**config.mk**
```make
export PLATFORM = sky130hd
export DESIGN_NAME = url_alphabet_base64_decoder
export DESIGN_NICKNAME = d
export VERILOG_FILES = /design/src/hdl/uabd_pkg.sv /design/src/hdl/uabd_front.sv /design/src/hdl/uabd_queue.sv /design/src/hdl/uabd_back.sv /design/src/hdl/url_alphabet_base64_decoder.sv
export VERILOG_INCLUDE_DIRS = /design/src /design/src/hdl
export SDC_FILE = /design/constraint.sdc
export NUM_CORES = 1
export LEC_CHECK = 0
export BUFFER_PORTS_ARGS = -buffer_cell sky130_fd_sc_hd__buf_2
export CORE_ASPECT_RATIO = 0.5
export CORE_MARGIN = 3
export CORE_UTILIZATION = 34
export DETAILED_ROUTE_END_ITERATION = 7
export PLACE_DENSITY = 0.5
export SYNTH_ARGS = -nofsm -noshare
export SYNTH_HDL_FRONTEND = slang
export SYNTH_HIERARCHICAL = 1
export SYNTH_SLANG_ARGS = --single-unit
```
**constraint.sdc**
```tcl
create_clock -name clock -period 13.7 [get_ports clock]
set_input_delay 2.74 -clock clock [delete_from_list [all_inputs] [get_ports clock]]
set_output_delay 2.74 -clock clock [all_outputs]
set_load 0.05 [all_outputs]
```
**src/hdl/url_alphabet_base64_decoder_assert.svh**
```systemverilog
// Assertion macros used by the serialiser module (uabd_back).
`ifndef URL_ALPHABET_BASE64_DECODER_ASSERT_SVH
`define URL_ALPHABET_BASE64_DECODER_ASSERT_SVH

`ifndef SYNTHESIS
`define UABD_ASSERT_IMPL(lbl, clk, rst, ante, cons) \
   lbl: assert property (@(posedge clk) disable iff (rst) (ante) |-> (cons)) \
      else $error("assertion failed");
`define UABD_ASSERT_NEXT(lbl, clk, rst, ante, cons) \
   lbl: assert property (@(posedge clk) disable iff (rst) (ante) |=> (cons)) \
      else $error("assertion failed");
`define UABD_ASSERT_NEVER(lbl, clk, rst, expr) \
   lbl: assert property (@(posedge clk) disable iff (rst) !(expr)) \
      else $error("assertion failed");
`else
`define UABD_ASSERT_IMPL(lbl, clk, rst, ante, cons)
`define UABD_ASSERT_NEXT(lbl, clk, rst, ante, cons)
`define UABD_ASSERT_NEVER(lbl, clk, rst, expr)
`endif

`endif

```
**src/hdl/uabd_pkg.sv**
```systemverilog
package uabd_pkg;

   localparam int QUEUE_DEPTH = 4;

   localparam logic [7:0] CHAR_LOWER_A = 8'h61;
   localparam logic [7:0] CHAR_LOWER_Z = 8'h7a;
   localparam logic [7:0] CHAR_DIGIT_0 = 8'h30;
   localparam logic [7:0] CHAR_DIGIT_9 = 8'h39;
   localparam logic [7:0] CHAR_UPPER_A = 8'h41;
   localparam logic [7:0] CHAR_UPPER_Z = 8'h5a;
   localparam logic [7:0] CHAR_DASH = 8'h2d;
   localparam logic [7:0] CHAR_UNDERSCORE = 8'h5f;

   localparam logic [5:0] DIGIT_BASE = 6'd26;
   localparam logic [5:0] UPPER_BASE = 6'd36;
   localparam logic [5:0] DASH_VALUE = 6'd62;
   localparam logic [5:0] UNDERSCORE_VALUE = 6'd63;

   localparam logic [1:0] GROUP_FULL = 2'd3;

   typedef struct packed {
      logic       ok;
      logic [5:0] val;
   } sextet_type;

   typedef struct packed {
      logic [2:0][7:0] data;
      logic [1:0]      last_idx;
      logic            has_byte;
      logic            message_end;
   } job_type;

   function automatic sextet_type sextet_of(input logic [7:0] c);
      sextet_type r;
      r.ok = 1'b1;
      r.val = '0;
      if (c inside {[CHAR_LOWER_A:CHAR_LOWER_Z]}) begin
         r.val = 6'(c - CHAR_LOWER_A);
      end else if (c inside {[CHAR_DIGIT_0:CHAR_DIGIT_9]}) begin
         r.val = 6'(c - CHAR_DIGIT_0) + DIGIT_BASE;
      end else if (c inside {[CHAR_UPPER_A:CHAR_UPPER_Z]}) begin
         r.val = 6'(c - CHAR_UPPER_A) + UPPER_BASE;
      end else if (c == CHAR_DASH) begin
         r.val = DASH_VALUE;
      end else if (c == CHAR_UNDERSCORE) begin
         r.val = UNDERSCORE_VALUE;
      end else begin
         r.ok = 1'b0;
      end
      return r;
   endfunction

   function automatic logic [2:0][7:0] group_bytes(input logic [5:0] s0, input logic [5:0] s1,
                                                   input logic [5:0] s2, input logic [5:0] s3);
      logic [2:0][7:0] b;
      b[0] = {s0, s1[5:4]};
      b[1] = {s1[3:0], s2[5:2]};
      b[2] = {s2[1:0], s3};
      return b;
   endfunction

endpackage

```
**src/hdl/uabd_front.sv**
```systemverilog
module uabd_front (
   input  logic              clock,
   input  logic              reset,
   input  logic [7:0]        req_ch,
   input  logic              req_string_end,
   input  logic              accept,
   output uabd_pkg::job_type job,
   output logic              job_valid
);

   logic [5:0]           store_ff [3];
   logic [5:0]           store_in [3];
   logic [5:0]           upd_store [3];
   logic [1:0]           gc_ff;
   logic [1:0]           gc_in;
   logic [1:0]           upd_gc;
   logic                 halted_ff;
   logic                 halted_in;
   uabd_pkg::sextet_type lk;
   logic [2:0][7:0]      grp;
   logic [2:0][7:0]      flush;

   assign lk = uabd_pkg::sextet_of(req_ch);
   assign grp = uabd_pkg::group_bytes(store_ff[0], store_ff[1], store_ff[2], lk.val);
   assign flush = uabd_pkg::group_bytes(upd_store[0], upd_store[1], upd_store[2], 6'd0);

   always_comb begin
      upd_store = store_ff;
      upd_gc = gc_ff;
      halted_in = halted_ff;
      job = '0;
      job_valid = 1'b0;
      if (!halted_ff) begin
         if (lk.ok) begin
            if (gc_ff == uabd_pkg::GROUP_FULL) begin
               job.data = grp;
               job.last_idx = 2'd2;
               job.has_byte = 1'b1;
               job_valid = 1'b1;
               upd_gc = 2'd0;
            end else begin
               upd_store[gc_ff] = lk.val;
               upd_gc = gc_ff + 2'd1;
            end
         end else begin
            halted_in = 1'b1;
         end
      end
      store_in = upd_store;
      gc_in = upd_gc;
      if (req_string_end) begin
         job.message_end = 1'b1;
         if (!job_valid) begin
            job_valid = 1'b1;
            if (upd_gc >= 2'd2) begin
               job.data = flush;
               job.has_byte = 1'b1;
               job.last_idx = (upd_gc == uabd_pkg::GROUP_FULL) ? 2'd1 : 2'd0;
            end
         end
         store_in = '{default: '0};
         gc_in = 2'd0;
         halted_in = 1'b0;
      end
   end

   always_ff @(posedge clock) begin
      if (reset) begin
         store_ff <= '{default: '0};
         gc_ff <= 2'd0;
         halted_ff <= 1'b0;
      end else if (accept) begin
         store_ff <= store_in;
         gc_ff <= gc_in;
         halted_ff <= halted_in;
      end
   end

endmodule

```
**src/hdl/uabd_queue.sv**
```systemverilog
module uabd_queue #(
   parameter int DEPTH = uabd_pkg::QUEUE_DEPTH
) (
   input  logic              clock,
   input  logic              reset,
   input  logic              wr_en,
   input  uabd_pkg::job_type wr_job,
   input  logic              rd_en,
   output uabd_pkg::job_type rd_job,
   output logic              not_empty,
   output logic              full
);

   localparam int PTR_W = (DEPTH > 1) ? $clog2(DEPTH) : 1;
   localparam int CNT_W = $clog2(DEPTH + 1);
   localparam logic [PTR_W-1:0] PTR_LAST = PTR_W'(DEPTH - 1);
   localparam logic [CNT_W-1:0] CNT_FULL = CNT_W'(DEPTH);

   uabd_pkg::job_type mem_ff [DEPTH];
   logic [PTR_W-1:0]  wr_ptr_ff;
   logic [PTR_W-1:0]  wr_ptr_in;
   logic [PTR_W-1:0]  rd_ptr_ff;
   logic [PTR_W-1:0]  rd_ptr_in;
   logic [CNT_W-1:0]  count_ff;
   logic [CNT_W-1:0]  count_in;
   logic              do_wr;
   logic              do_rd;

   assign do_wr = wr_en && !full;
   assign do_rd = rd_en && not_empty;
   assign rd_job = mem_ff[rd_ptr_ff];
   assign not_empty = (count_ff != '0);
   assign full = (count_ff == CNT_FULL);

   always_comb begin
      wr_ptr_in = wr_ptr_ff;
      rd_ptr_in = rd_ptr_ff;
      count_in = count_ff;
      if (do_wr) begin
         wr_ptr_in = (wr_ptr_ff == PTR_LAST) ? '0 : wr_ptr_ff + PTR_W'(1);
      end
      if (do_rd) begin
         rd_ptr_in = (rd_ptr_ff == PTR_LAST) ? '0 : rd_ptr_ff + PTR_W'(1);
      end
      if (do_wr && !do_rd) begin
         count_in = count_ff + CNT_W'(1);
      end else if (do_rd && !do_wr) begin
         count_in = count_ff - CNT_W'(1);
      end
   end

   always_ff @(posedge clock) begin
      if (reset) begin
         wr_ptr_ff <= '0;
         rd_ptr_ff <= '0;
         count_ff <= '0;
      end else begin
         wr_ptr_ff <= wr_ptr_in;
         rd_ptr_ff <= rd_ptr_in;
         count_ff <= count_in;
      end
   end

   always_ff @(posedge clock) begin
      if (do_wr) begin
         mem_ff[wr_ptr_ff] <= wr_job;
      end
   end

endmodule

```
**src/hdl/uabd_back.sv**
```systemverilog
`include "url_alphabet_base64_decoder_assert.svh"

module uabd_back (
   input  logic              clock,
   input  logic              reset,
   input  uabd_pkg::job_type q_job,
   input  logic              q_not_empty,
   output logic              q_pop,
   output logic [7:0]        rsp_data_byte,
   output logic              rsp_has_byte,
   output logic              rsp_run_last,
   output logic              rsp_message_end,
   output logic              empty,
   input  logic              pop
);

   uabd_pkg::job_type cur_ff;
   uabd_pkg::job_type cur_in;
   logic              cur_valid_ff;
   logic              cur_valid_in;
   logic [1:0]        idx_ff;
   logic [1:0]        idx_in;
   logic              taken;
   logic              at_last;

   assign at_last = (idx_ff == cur_ff.last_idx);
   assign taken = pop && cur_valid_ff;
   assign q_pop = q_not_empty && (!cur_valid_ff || (taken && at_last));

   assign empty = !cur_valid_ff;
   assign rsp_data_byte = cur_ff.data[idx_ff];
   assign rsp_has_byte = cur_ff.has_byte;
   assign rsp_run_last = at_last;
   assign rsp_message_end = cur_ff.message_end && at_last;

   always_comb begin
      cur_in = cur_ff;
      cur_valid_in = cur_valid_ff;
      idx_in = idx_ff;
      if (q_pop) begin
         cur_in = q_job;
         cur_valid_in = 1'b1;
         idx_in = 2'd0;
      end else if (taken) begin
         if (at_last) begin
            cur_valid_in = 1'b0;
            idx_in = 2'd0;
         end else begin
            idx_in = idx_ff + 2'd1;
         end
      end
   end

   always_ff @(posedge clock) begin
      if (reset) begin
         cur_valid_ff <= 1'b0;
         idx_ff <= 2'd0;
      end else begin
         cur_valid_ff <= cur_valid_in;
         idx_ff <= idx_in;
      end
   end

   always_ff @(posedge clock) begin
      cur_ff <= cur_in;
   end

   `UABD_ASSERT_IMPL(a_end_on_last, clock, reset, !empty && rsp_message_end, rsp_run_last)
   `UABD_ASSERT_IMPL(a_marker_ends, clock, reset, !empty && !rsp_has_byte, rsp_message_end && (rsp_data_byte == 8'd0))
   `UABD_ASSERT_NEVER(a_idx_range, clock, reset, cur_valid_ff && (idx_ff > cur_ff.last_idx))
   `UABD_ASSERT_NEXT(a_burst_holds, clock, reset, pop && !empty && !rsp_run_last, !empty)

endmodule

```
**src/hdl/url_alphabet_base64_decoder.sv**
```systemverilog
// Each job passes through the job queue and then the serialiser's job register.
// One input word per cycle while the queue is not full; one result word per cycle
// while pop is high; a word completing a three-byte group yields a burst of three.
// A four-entry job queue between classifier and serialiser absorbs those bursts.
// Reset: synchronous, active high; clears the held group, count, halt flag, queue and serialiser.
module url_alphabet_base64_decoder #(
   parameter int QUEUE_DEPTH = uabd_pkg::QUEUE_DEPTH
) (
   input  logic       clock,
   input  logic       reset,
   input  logic [7:0] req_ch,
   input  logic       req_string_end,
   input  logic       push,
   output logic       full,
   output logic [7:0] rsp_data_byte,
   output logic       rsp_has_byte,
   output logic       rsp_run_last,
   output logic       rsp_message_end,
   output logic       empty,
   input  logic       pop
);

   uabd_pkg::job_type front_job;
   uabd_pkg::job_type q_job;
   logic              front_valid;
   logic              accept;
   logic              q_not_empty;
   logic              q_pop;

   assign accept = push && !full;

   uabd_front u_front (
      .clock          (clock),
      .reset          (reset),
      .req_ch         (req_ch),
      .req_string_end (req_string_end),
      .accept         (accept),
      .job            (front_job),
      .job_valid      (front_valid)
   );

   uabd_queue #(
      .DEPTH (QUEUE_DEPTH)
   ) u_queue (
      .clock     (clock),
      .reset     (reset),
      .wr_en     (accept && front_valid),
      .wr_job    (front_job),
      .rd_en     (q_pop),
      .rd_job    (q_job),
      .not_empty (q_not_empty),
      .full      (full)
   );

   uabd_back u_back (
      .clock           (clock),
      .reset           (reset),
      .q_job           (q_job),
      .q_not_empty     (q_not_empty),
      .q_pop           (q_pop),
      .rsp_data_byte   (rsp_data_byte),
      .rsp_has_byte    (rsp_has_byte),
      .rsp_run_last    (rsp_run_last),
      .rsp_message_end (rsp_message_end),
      .empty           (empty),
      .pop             (pop)
   );

endmodule

```
After elaboration in Yosys (flattened, before gate mapping):

Memories as Yosys holds them, arrays and structs flattened. A register that Yosys moved wholly into a read port is not among the register bits.
Index checks and enable logic that the tools add are counted.

* memories kept: 1
* word-level logic and storage cells: 113
* output and inout port bits: 13
* flip-flop bits (word level): 31
* input bits: 13
* memory bits (writable): 112

* $lt $le $gt $ge: 10
* muxes and demuxes: 47
* equal/unequal tests: 8
* bitwise operators: 1
* reduce and logical (&&, ||, !) cells: 25
* $add $sub $neg: 11

Memories
* u_queue.mem_ff: words 4, bits a word 28, read ports 1, clocked after Yosys merged registers in 1, wr ports 1, RTL line uabd_queue.sv:19 `uabd_pkg::job_type mem_ff [DEPTH];`

Operators by type and width (count)
* $mux W27: 5
* $mux W18: 4
* $mux W6: 6
* $mux W28: 1
* $bwmux W18: 1
* $mux W1: 18
* $bmux W8 S2: 1
* $ge A8 B7 Y1 const B: 2
* $le A8 B7 Y1 const B: 2
* $logic_and A1 B1 Y1: 14
* $mux W2: 7
* $demux W6 S2: 1
* $sub A6 B6 Y6 const B: 2
* $add A2 B1 Y2 const B: 4
* $eq A2 B2 Y1 const B: 4
* $eq A8 B6 Y1 const B: 1
* $eq A8 B7 Y1 const B: 1
* $ge A8 B6 Y1 const B: 1
* $le A8 B6 Y1 const B: 1
* $mux W8: 1
* $add A6 B5 Y6 const B: 1
* $add A6 B6 Y6 const B: 1
* $mux W3: 2
* $reduce_bool A2 Y1: 3
* other kinds (15): 18

Depth between registers and ports, before layout:

* depth in word-level cells: 15
* depth in mapped cells: 18
* mapped depth without buffers: 17

Cells and area by module:

Netlist, hierarchy kept.

Modules (own cells, without submodules)
* uabd_queue: sequential area each 3543.4 µm², times used 1, cells an instance 196, area each 4543.1 µm²
* uabd_front: sequential area each 420.4 µm², times used 1, cells an instance 197, area each 1751.7 µm²
* uabd_back: sequential area each 900.9 µm², times used 1, cells an instance 80, area each 1204.9 µm²
* url_alphabet_base64_decoder: sequential area each 0.0 µm², times used 1, cells an instance 2, area each 15.0 µm²

Worst setup path after synthesis:

OpenSTA, ideal clock, no wires.

* kind: input to register
* start: in pop
* end: reg u_queue.count_ff[2]
* data arrival time: 6.598 ns
* path slack: 7.032 ns
* stages on the path: 9
* library setup time: 0.070 ns
* data required time: 13.630 ns
* path buffers: 0
* cell sequence: nand2_1 > o32ai_1 > o31ai_2 > ha_1 > inv_1 > fa_1 > xor2_1 > or3_1 > a21oi_1

* longest elaborated chain between the ends: 8
* elaborated cells between the ends (all ways): 10
* those cells by class: 1 x mux; 9 x reduce/logical

RTL lines
* start, declared: RTL line url_alphabet_base64_decoder.sv:20 `input logic pop`
* $logic_and A1 B1 Y1 (*): RTL line uabd_back.sv:27 `assign taken = pop && cur_valid_ff;`
* $logic_and A1 B1 Y1 (*): RTL line uabd_back.sv:28 `assign q_pop = q_not_empty && (!cur_valid_ff || (taken && at_last));`
* $logic_or A1 B1 Y1 (*): RTL line uabd_back.sv:28
* $logic_and A1 B1 Y1 (*): RTL line uabd_back.sv:28
* via q_pop: RTL line url_alphabet_base64_decoder.sv:28 `logic q_pop;`
* $logic_and A1 B1 Y1 (*): RTL line uabd_queue.sv:30 `assign do_rd = rd_en && not_empty;`
* $logic_not A1 Y1: RTL line uabd_queue.sv:45 `if (do_wr && !do_rd) begin`
* $logic_and A1 B1 Y1: RTL line uabd_queue.sv:45
* $mux W3 or $reduce_bool A2 Y1 (tied branches)
* end signal, assigned: RTL line uabd_queue.sv:60 `count_ff <= count_in;`
* end, declared: RTL line uabd_queue.sv:24 `logic [CNT_W-1:0] count_ff;`

Mark *: on every way through the listed nets, which the timed path passes. The rest lies on a longest branch.
A chain may end at the register's enable or synchronous reset.

Worst setup path after layout:

* start: in req_ch[1]
* end: reg u_queue.count_ff[2]

* longest elaborated chain between the ends: 14
* elaborated cells between the ends (all ways): 26
* those cells by class: 6 x order compare; 2 x eq/ne; 9 x mux; 9 x reduce/logical

RTL lines
* start, declared: RTL line url_alphabet_base64_decoder.sv:11 `input logic [7:0] req_ch,`
* parallel branches: the longest is 5 deep, another holds $ge A8 B7 Y1
* $mux W1 (*): RTL line uabd_pkg.sv:37 `if (c inside {[CHAR_LOWER_A:CHAR_LOWER_Z]}) begin`
* $mux W1 (*): RTL line uabd_front.sv:34 `if (lk.ok) begin`
* $mux W1 (*): RTL line uabd_front.sv:33 `if (!halted_ff) begin`
* $mux W1 (*): RTL line uabd_front.sv:51 `if (req_string_end) begin`
* via front_valid: RTL line url_alphabet_base64_decoder.sv:25 `logic front_valid;`
* $logic_and A1 B1 Y1 (*): RTL line url_alphabet_base64_decoder.sv:47 `.wr_en (accept && front_valid),`
* $logic_and A1 B1 Y1 (*): RTL line uabd_queue.sv:29 `assign do_wr = wr_en && !full;`
* via u_queue.do_wr: RTL line uabd_queue.sv:26 `logic do_wr;`
* $logic_not A1 Y1: RTL line uabd_queue.sv:47 `end else if (do_rd && !do_wr) begin`
* $logic_and A1 B1 Y1: RTL line uabd_queue.sv:47
* $reduce_bool A2 Y1 (no line)

Mark *: on every way through the listed nets, which the timed path passes.

==> flow_metrics.py <==
metrics = {
    "synthesis": {
        "syn-cell-area_um2": 7515,
        "synth.distinct_cells": 72,
        "ys_async_sr_fraction_pct": 0,
        "synth_warnings": 6,
        "syn_avg_cell_area_um2": 15.82,
        "synth-edff-count": 140,
        "ys_seq_elements": 173,
        "synth_fp_nets": 508,
        "seq_area_frac_synth_pct": 64.74,
        "dominantRegCellSynth": "edfxtp_1",
        "syn_inst": 475,
    },
    "die": {
        "dieArea_um2": 24030,
        "die-height_um": 111.1,
        "core_area_um2": 21110,
        "dieWidth_um": 216.2,
        "io_pins": 26,
        "rows": 37,
        "initial_core_util_pct": 35.60,
    },
    "cts": {
        "numClockSinks": 173,
        "worstSkewPairLatency_ns": 0.42,
        "clock_path_buffers": 2,
        "ctsHoldBuffers": 0,
        "path_clk_slew_ns": 0.07,
        "cts_root_buf": "clkbuf_16",
        "cts-resized-gates": 0,
        "htreeDepth": 4,
        "cts_buffers": 17,
        "postCtsSetupRepairBufs": 0,
        "cts_tree": "done",
    },
    "sta": {
        "max_freq_mhz": 161.1,
        "final_hold_viol_count": 0,
        "rsz0062_at_grt": "no",
        "setup_viol": 0,
        "relSlewSlack_pct": 16.24,
        "period_needed_ns": 6.206,
        "worst_pin_slew_ns": 1.249,
        "drv_slew": 0,
        "clock_skew_ns": 0.01388,
        "setup_tns_ns": 0,
        "timing.final.crit_share_pct": 45.30,
    },
    "layout": {
        "antenna-diode-count": 0,
        "area_delta_synth_final_pct": 13.94,
        "drive_gt1_share_pct": 23.52,
        "final_common_cell": "edfxtp_1",
        "utilization_pct": 40.56,
        "fin_area_um2": 8562,
        "layout.nets": 543,
        "layout_common_cells": "edfxtp_1, o2bb2ai_1, dfxtp_1, mux4_2, buf_2",
    },
    "grt": {
        "grt_pass1_wl_mm": 24.61,
        "grt-ovfl-total": 0,
        "grt_pass1_vias": 4171,
        "antenna_found_initial": 0,
        "grt_usage_pct": 13.33,
        "grt_max_degree": 31,
    },
    "power_and_ir_drop": {
        "worst_ir_drop_vdd_mv": 0.09090,
        "p_per_area_nw_per_um2": 178.2,
        "leakagePower_uw": 0.002847,
    },
    "setup_path": {
        "critPathKind": "in -> reg",
        "crit_fanout": 9,
        "worstPathRequired_ns": 14.04,
        "reg2reg_depth": 10,
        "end_kind": "flip-flop",
        "crit_path_start_kind": "input port",
        "startpoint": "req_ch[1]",
        "r2r_end": "u_queue/count_ff[2]",
        "r2r_start": "u_back/idx_ff[0]",
        "r2r_slack_ns": 10.51,
        "cp_data_arrival_time_ns": 6.55,
    },
    "min_path": {
        "hold_class": "reg -> reg",
        "whs_path_depth": 1,
        "min_to": "u_front/grp[4]",
        "min_from": "u_front/grp[4]",
    },
    "drt": {
        "antenna_left": 0,
        "drc": 0,
        "routed_via_density": 5.184,
        "wl_mm": 15.46,
        "drtIter0Drc": 269,
        "wl_per_cell_um": 18.97,
        "vias": 4225,
        "drt_first_pass_iters": 4,
    },
    "placement": {
        "portBuffers": 25,
        "placed_cell_area_um2": 7968,
        "gp_congestion": 0.7894,
        "dp.final_hpwl_mm": 10.05,
    },
    "outcome": {
        "status": "finished, final reports clean",
    },
    "job": {
        "drv_cap": 0,
    },
}
-- registers in the layout, indices dropped and copies added, names as in the netlist, named ones only --
register,count
u_front/gc_ff,2
u_queue/count_ff,3
u_back/cur_valid_ff,1
u_front/grp,18
u_queue/rd_ptr_ff,2
u_back/idx_ff,2
u_queue/mem_ff,112
u_queue/wr_ptr_ff,2
u_front/halted_ff,1
u_back/cur_ff,27
u_back/rsp_has_byte,1
-- final cells by class --
class,instances,area (um2)
Multi-Input combinational cell,269,2472
Fill cell,2000,12550
Sequential cell,173,4866
Timing Repair Buffer,33,185.2
Inverter,16,78.83
Clock buffer,17,425.4
Clock inverter,15,168.9
Tap cell,292,365.4
-- how the worst max path moves through the flow --
stage | cells past startpoint | endpoint | slack (ns)
floorplan | 9 | u_queue/count_ff[2] | 7.03
global placement | 18 | u_queue/count_ff[2] | 7.19
detailed placement | 18 | u_queue/count_ff[2] | 7.04
CTS | 18 | u_queue/count_ff[2] | 7.47
global route | 18 | u_queue/count_ff[2] | 7.16
finish | 18 | u_queue/count_ff[2] | 7.49
-- kinds of logic after synthesis --
logic type	after synthesis	share of synthesized area, %
AOI/OAI and AO/OA	100	11.21
and+or+nand+nor	103	7.310
muxes	40	10.01
buffers and inverters	33	2.614
DFF	173	64.74
xor gates and xnor gates	6	0.6993
adders and majority gates	20	3.430
-- power by group --
| group | switching (uW) | internal, uW | leakage (uW) |
|---|---|---|---|
| Sequential | 30.7 | 658 | 0.00163 |
| Combinational | 230 | 125 | 0.000932 |
| Clock | 220 | 261 | 0.000289 |
| Total | 481 | 1040 | 0.00285 |
-- critical path, stage by stage --
cell and delay (ns):
buf_2 0.14, inv_1 0.18, ha_1 0.24, nand4bb_1 0.14, a211oi_1 0.41, a311oi_4 0.11, nor2_1 0.38, nand2_2 0.22
nand2_1 0.11, and3b_1 0.27, bufinv_8 0.22, nor2_2 0.14, ha_1 0.19, inv_1 0.07, fa_1 0.37, xor2_1 0.17
or3_1 0.31, a21oi_1 0.14
-- through the flow --
| stage | hold slack (ns) | setup slack (ns) | cells | power, uW |
|---|---|---|---|---|
| after floorplan | 0.4330 | 7.032 | 475 | 970.4 |
| after global placement | 0.4458 | 7.190 | 783 | 1062 |
| after detailed placement | 0.4467 | 7.041 | 783 | 1064 |
| after CTS | 0.4679 | 7.475 | 815 | 1546 |
| after global routing | 0.4822 | 7.156 | 815 | 1599 |
| final | 0.4626 | 7.494 | 815 | 1525 |
-- layer usage --
metal	global-route usage [%]	share of wire (%)	vias up	routed length [um]
met5	0	0	-	0
met1	20.62	53	2174	8236
met2	19.01	42	75	6488
li1	-	-	1965	-
met4	2.796	0.69	0	106
met3	3.012	4.1	11	627
-- synth_stat cells, types with 3 or more instances --
cell | instances | area [um2]
o21ai_0 | 6 | 30.03
clkbuf_1 | 4 | 15.01
a21oi_1 | 11 | 55.05
and3_1 | 5 | 31.28
buf_6 | 4 | 45.04
or3_1 | 6 | 37.54
mux4_2 | 28 | 630.6
nand2b_1 | 6 | 37.54
nor2b_1 | 5 | 31.28
dfxtp_1 | 33 | 660.6
xor2_1 | 4 | 35.03
buf_4 | 5 | 37.54
buf_2 | 3 | 15.01
o21ai_1 | 8 | 40.04
o2bb2ai_1 | 36 | 315.3
o211ai_1 | 3 | 22.52
inv_1 | 14 | 52.55
a211oi_1 | 3 | 22.52
a21oi_2 | 3 | 26.28
mux2i_1 | 11 | 110.1
nand3_1 | 7 | 35.03
nor2_1 | 24 | 90.09
edfxtp_1 | 140 | 4204
o21ai_2 | 3 | 26.28
nor3_1 | 6 | 30.03
nand2_1 | 24 | 90.09
ha_1 | 19 | 237.7
(Power assumes the default switching activity.)
